==> config.mk <==
export PLATFORM = sky130hd
export DESIGN_NAME = slwk_qmul
export DESIGN_NICKNAME = d
export VERILOG_FILES = /design/src/rtl/core/slwk_pkg.sv /design/src/rtl/core/slwk_qmul.sv
export SDC_FILE = /design/constraint.sdc
export NUM_CORES = 2
export LEC_CHECK = 0
export CORE_UTILIZATION = 51
export DETAILED_ROUTE_END_ITERATION = 16
export DONT_BUFFER_PORTS = 1
export PLACE_DENSITY_LB_ADDON = 0.1
export REMOVE_ABC_BUFFERS = 1
export SYNTH_ARGS = -nofsm -noshare
export SYNTH_HDL_FRONTEND = slang
export SYNTH_SLANG_ARGS = --single-unit
==> constraint.sdc <==
create_clock -name clk -period 22.6 [get_ports clk]
set_input_delay 4.52 -clock clk [delete_from_list [all_inputs] [get_ports clk]]
set_output_delay 4.52 -clock clk [all_outputs]
set_load 0.03 [all_outputs]
==> src/rtl/core/slwk_pkg.sv <==
// ============================================================================
// slwk_pkg
// Shared widths, constants and polynomial coefficients for the Laguerre-
// Wendland C4 kernel datapath. All work values are Q30, signed in the accumulators.
// ============================================================================
package slwk_pkg;

    // Fixed-point formats
    localparam int WORK_FRAC = 30;   // fraction bits of the internal datapath
    localparam int OUT_FRAC  = 16;   // fraction bits of weight and gradient
    localparam int DIST_W    = 18;   // distance port width
    localparam int RES_W     = 32;   // result port width

    // Internal value widths (Q30)
    localparam int RW = 30;          // r, strictly below 1.0
    localparam int UW = 31;          // 1-r and its powers, up to exactly 1.0
    localparam int SW = 43;          // weight polynomial accumulator, |S| < 2^12
    localparam int GW = 46;          // gradient polynomial accumulator, |G| < 2^15
    localparam int MW = 46;          // product before normalization
    localparam int FW = 50;          // normalized weight and gradient
    localparam int KW = 34;          // normalization constant

    // Horner levels and pipeline depth
    localparam int S_LEVELS  = 6;
    localparam int G_LEVELS  = 5;
    localparam int PIPE_LAST = 16;   // index of the last datapath stage

    localparam logic [UW-1:0] U_ONE = UW'(1) << WORK_FRAC;

    // N/6 in Q30
    localparam logic [KW-1:0] K_3D = 34'd8018541104;
    localparam logic [KW-1:0] K_2D = 34'd1559837783;

    // Six times the two weight factors, and the matching derivative factor
    localparam int WEIGHT_POLY [0:6] = '{945, 486, -549, -324, 16, 36, 6};
    localparam int GRAD_POLY   [0:5] = '{11340, -324, -7920, -720, 1100, 220};

endpackage

==> src/rtl/core/slwk_qmul.sv <==
// ============================================================================
// slwk_qmul
// Two-stage Q30 multiplier: q = round(a*b / 2^30) + addend, rounding to
// nearest with ties away from zero. Operand a is split in two halves so that
// each partial product stays near 32x32; the partials are summed in stage two.
// ============================================================================
module slwk_qmul
    import slwk_pkg::*;
#(
    parameter int A_W = 43,
    parameter int B_W = 30,
    parameter int Q_W = 43
)
(
    input  logic                  clk,
    input  logic                  en,
    input  logic signed [A_W-1:0] a,
    input  logic        [B_W-1:0] b,
    input  logic signed [Q_W-1:0] addend,
    output logic signed [Q_W-1:0] q
);

    localparam int LO_W  = A_W / 2;
    localparam int HI_W  = A_W - LO_W;
    localparam int PL_W  = LO_W + B_W;
    localparam int PH_W  = HI_W + B_W + 1;
    localparam int SUM_W = A_W + B_W + 2;

    // b is never negative, so the product sign is the sign of a
    localparam logic [SUM_W-1:0] RND_POS = SUM_W'(1) << (WORK_FRAC - 1);
    localparam logic [SUM_W-1:0] RND_NEG = RND_POS - SUM_W'(1);

    logic        [LO_W-1:0] a_lo;
    logic signed [HI_W-1:0] a_hi;
    logic        [PL_W-1:0] p_lo_next;
    logic        [PL_W-1:0] p_lo_reg;
    logic signed [PH_W-1:0] p_hi_next;
    logic signed [PH_W-1:0] p_hi_reg;
    logic                   neg_reg;
    logic signed [Q_W-1:0]  addend_reg;
    logic       [SUM_W-1:0] sum;
    logic signed [Q_W-1:0]  q_reg;

    // Stage 1: partial products
    assign a_lo      = a[LO_W-1:0];
    assign a_hi      = a[A_W-1:LO_W];
    assign p_lo_next = PL_W'(a_lo) * PL_W'(b);
    assign p_hi_next = PH_W'(a_hi) * PH_W'($signed({1'b0, b}));

    // Stage 2: recombine, round, add offset, drop fraction
    assign sum = (SUM_W'(p_hi_reg) << LO_W)
               + SUM_W'(p_lo_reg)
               + (SUM_W'(addend_reg) << WORK_FRAC)
               + (neg_reg ? RND_NEG : RND_POS);

    always_ff @(posedge clk)
    begin
        if (en)
        begin
            p_lo_reg   <= p_lo_next;
            p_hi_reg   <= p_hi_next;
            neg_reg    <= a[A_W-1];
            addend_reg <= addend;
            q_reg      <= sum[WORK_FRAC +: Q_W];
        end
    end

    assign q = q_reg;

endmodule

# [Yosys cells after proc, flatten, opt, wreduce, memory -nomap -nowiden]
# Index checks and enable logic that the tools add are counted.
[totals] ff_bits=190 elab_cells=11 in_bits=118
[op_classes] multipliers=2 muxes=1 addsub=3
[ops] op="73-bit by 30-bit adder with 73-bit output" count=1
[ops] op="73-bit by 52-bit adder with 73-bit output" count=1
[ops] op="73-bit adder" count=1
[ops] op="22-bit by 31-bit multiplier with 52-bit output" count=1
[ops] op="21-bit by 30-bit multiplier with 51-bit output" count=1
[ops] op="30-bit 2-to-1 mux" count=1

# [Logic depth before layout (Yosys ltp)]
[depth] ltp_word=3 mapped_depth=26 mapped_depth_nobuf=25

# [Worst setup path after synthesis]
# Ideal clock, no wire load.
[synth_timing] path_kind="input to register" start="input port a[5]" end="register p_lo_reg[44], data pin" setup_slack_ps=11611 arrival_time_ps=10733 stages=24 path_buffers=1 setup_time_ps=256 t_required_ps=22344 path_cell_list="clkbuf_1 -> and2_1 -> fa_1 -> fa_1 -> inv_1 -> fa_1 -> inv_1 -> fa_1 -> inv_1 -> fa_1 -> inv_1 -> fa_1 -> inv_1 -> fa_1 -> inv_1 -> ha_1 -> and2_1 -> a221o_1 -> a31oi_4 -> a21oi_2 -> a31o_1 -> a31o_1 -> or4_1 -> and4_1"
[synth_via] elab_chain_cells=1
[synth_lines] item="start, declared" line_no="slwk_qmul.sv:17" text="input logic signed [A_W-1:0] a,"
[synth_lines] item="21-bit by 30-bit multiplier with 51-bit output" line_no="slwk_qmul.sv:47" text="assign p_lo_next = PL_W'(a_lo) * PL_W'(b);"
[synth_lines] item="named net p_lo_next[44]" line_no="slwk_qmul.sv:35" text="logic [PL_W-1:0] p_lo_next;"
[synth_lines] item="end signal, assigned" line_no="slwk_qmul.sv:60" text="p_lo_reg <= p_lo_next;"
[synth_lines] item="end, declared" line_no="slwk_qmul.sv:36" text="logic [PL_W-1:0] p_lo_reg;"
# The timed path passes the listed nets, and every way through them passes these cells.
# A chain may end at the register's enable or synchronous reset.

# [Final worst setup path]
[layout_timing] start="input port b[25]" end="register p_lo_reg[50], data pin"
[layout_via] elab_chain_cells=1
[layout_lines] item="start, declared" line_no="slwk_qmul.sv:18" text="input logic [B_W-1:0] b,"
[layout_lines] item="21-bit by 30-bit multiplier with 51-bit output" line_no="slwk_qmul.sv:47"
[layout_lines] item="named net p_lo_next[50]" line_no="slwk_qmul.sv:35"
# The timed path passes the listed nets, and every way through them passes these cells.

==> results_dict.tcl <==
set metrics [dict create \
    cts_buffer_depth 2 \
    skew_ns 0.0205 \
    crit_arrival_ns 11.39 \
    crit_slowest_cell "a2111oi_0" \
    ff2ff_path_depth 12 \
    rsz0062_at_grt "false" \
    final_layout_size_suffix_gt1_frac 0.00991 \
    ys_ff_latch 190 \
    start_util 0.516 \
    setup_viol 0 \
    crit_type "input port to flop" \
    crit_start "b[25]" \
    slew_viol_final 0 \
    crit_end "p_lo_reg[50]" \
    cts_tree "done" \
    cpPeakStageDelay_ns 0.76 \
    die_h_um 323 \
    largest_register_ffs 52 \
    utilization 0.528 \
    yosysUniqueCellTypes 70 \
    finalSetupTns_ns 0 \
    crit_chain "nand2_1 -> fa_1 -> inv_1 -> fa_1 -> inv_1 -> fa_1 -> inv_1 -> fa_1 -> fa_1 -> fa_1 -> inv_1 -> fa_1 -> inv_1 -> ha_1 -> a21o_1 -> a21o_1 -> a21o_1 -> a21oi_1 -> nor2_1 -> a2111oi_0 -> o31a_2 -> nor4_1 -> a311oi_1" \
    post-cts-setup-buffers 0 \
    rrSetupSlack_ns 18.21 \
    overflow 0 \
    path_delay_family "adder cells" \
    core_um2 102000 \
    finalHoldViolCount 0 \
    crit_cells 23 \
    crit_top_cell "fa_1" \
    fin_crit_ns 11.17 \
    drtIter0Drc 2347 \
    synthToLayoutAreaGrowth_pct 2.31 \
    async_reset_ff_frac 0 \
    drt-met1-wl_um 66700 \
    clock_latency_ns 0.47 \
    r2r-end "q[42]" \
    worst_slew_pin_slew_ns 1.21 \
    postRouteAntennaNets 0 \
    die_x_um 323 \
    root_buffer "clkbuf_16" \
    postCtsHoldBufs 0 \
    cp_max_fo 43 \
    ios 161 \
    cts.sinks 190 \
    ys.warnings.count 0 \
    layout_setup_ws_ns 11.43 \
    max_freq_mhz 89.5 \
    rows 117 \
    syn_area_um2 52600 \
    num-nets-final 7040 \
    synth_ff_type "edfxtp_1" \
    routed-via-count 36800 \
    crit_buf_inv 5 \
    hp-class "flop to flop" \
    grt_use_total 0.287 \
    start_kind "input port" \
    synth_edf_count 190 \
    firstDrtPassIters 5 \
    drc 0 \
    grt_pass1_wl_um 228000 \
    timing.hold.ws_ns 0.677 \
    maxCapViolCount 0 \
    io_buffers 0 \
    syn_inst 5615 \
    met3_length_um 10800 \
    routed.top_layer "met5" \
    grt_pass1_vias 39200 \
    outcome "finished clean" \
    cts_buffers 17 \
    clkTransAtPathRegs_ns 0.09 \
    wire_per_inst_um 21.4 \
    die_area_um2 105000 \
    wl_met2_um 63600 \
    antenna_found_initial 2 \
    cp.required_ns 22.82 \
    slew_headroom 0.185 \
    end_kind "flop" \
    ctsHtreeMaxLevel 4 \
    grt_max_degree 191 \
    via_per_inst 5.48 \
    place_hpwl_um 107000 \
    place_ws_ns 11.00 \
    avgSynthCellArea_um2 9.37 \
    ys_seq_area_frac 0.108 \
    finalWirelength_um 144000 \
    cts_resized 0 \
    final.period_utilization 0.494 \
    gp_congestion 0.931 \
    reg2reg_from "neg_reg" \
]
-- placed cells by master, fill, tap and decap left out, drive strengths merged, types with 5 or more instances in the layout --
cell type and count:
a21oi 183, nor2b 34, clkinv 10, a2111oi 5
nand2 732, o21bai 27, xor2 36, and3 16
nand4 40, nand2b 24, nor2 87, a31o 7
and4 5, o21a 13, a31oi 26, a21o 113
ha 469, nor3b 5, o21ai 81, nand3 26
inv 1199, or3 9, clkbuf 17, a41oi 5
o31ai 12, nor4 8, fa 1117, xnor2 101
a311oi 7, edfxtp 190, nor3 24, o211ai 8
a211oi 21, and2 634
-- area by class of cell --
cell class / count / area, µm²
timing repair buffer: 2 / 15.0
clock buffer: 17 / 425
sequential: 190 / 5710
clock inverter: 15 / 194
antenna: 1 / 2.50
multi-input combinational: 3931 / 41300
tap: 1368 / 1710
inverter: 1194 / 4480
fill: 9518 / 48200
-- cell families after synthesis --
group | Yosys count | synth area share
muxes | 2 | 0.000380
DFF | 190 | 0.108
buffers and inverters | 1494 | 0.107
and+or+nand+nor | 1654 | 0.157
AOI/OAI and AO/OA | 552 | 0.0684
adders and majority gates | 1586 | 0.536
xor gates and xnor gates | 137 | 0.0228
-- synthesized netlist by cell type, drive strengths merged, types with 8 or more instances --
master	instances	area, µm²
inv	1194	4480
fa	1117	22400
nand2	732	2750
and2	634	3970
ha	469	5870
clkbuf	296	1110
edfxtp	190	5710
a21oi	183	920
a21o	113	848
xnor2	101	885
nor2	87	327
o21ai	81	413
nand4	40	250
xor2	36	315
nor2b	34	213
o21bai	27	203
a31oi	26	184
nand3	26	130
nand2b	24	150
nor3	24	120
a211oi	21	163
and3	16	100
o21a	13	97.6
o31ai	12	90.1
or3	9	56.3
nor4	8	50.1
o211ai	8	60.1
-- tightest hold or removal path, stage by stage, from the launching register on --
cell      delay (ns)
edfxtp_1        0.35
xnor2_1         0.08
xnor2_1         0.14
-- how the worst min path moves through the flow --
| stage | startpoint | to | slack [ns] | cells past startpoint |
|---|---|---|---|---|
| finish | addend_reg[42] | q[42] | 0.68 | 2 |
| floorplan | addend_reg[42] | q[42] | 0.63 | 2 |
| global placement | addend_reg[42] | q[42] | 0.64 | 2 |
| CTS | addend_reg[42] | q[42] | 0.68 | 2 |
| detailed placement | addend_reg[42] | q[42] | 0.66 | 2 |
| global route | addend_reg[42] | q[42] | 0.72 | 2 |
-- metal layers --
layer  global-route usage  vias to the layer above
li1                     -                    16500
met1                0.420                    19000
met2                0.443                     1150
met3               0.0543                      157
met4               0.0592                        2
met5                    0                        -
-- metrics by stage --
step | instances | instance area, µm²
floorplan | 5315 | 51500
finish | 6718 | 53900
global placement | 6685 | 53200
CTS | 6717 | 53900
global route | 6717 | 53900
detailed placement | 6685 | 53200
Power is not shown: default switching activity piles up to over one toggle a cycle in this logic, so the estimate is an artifact.
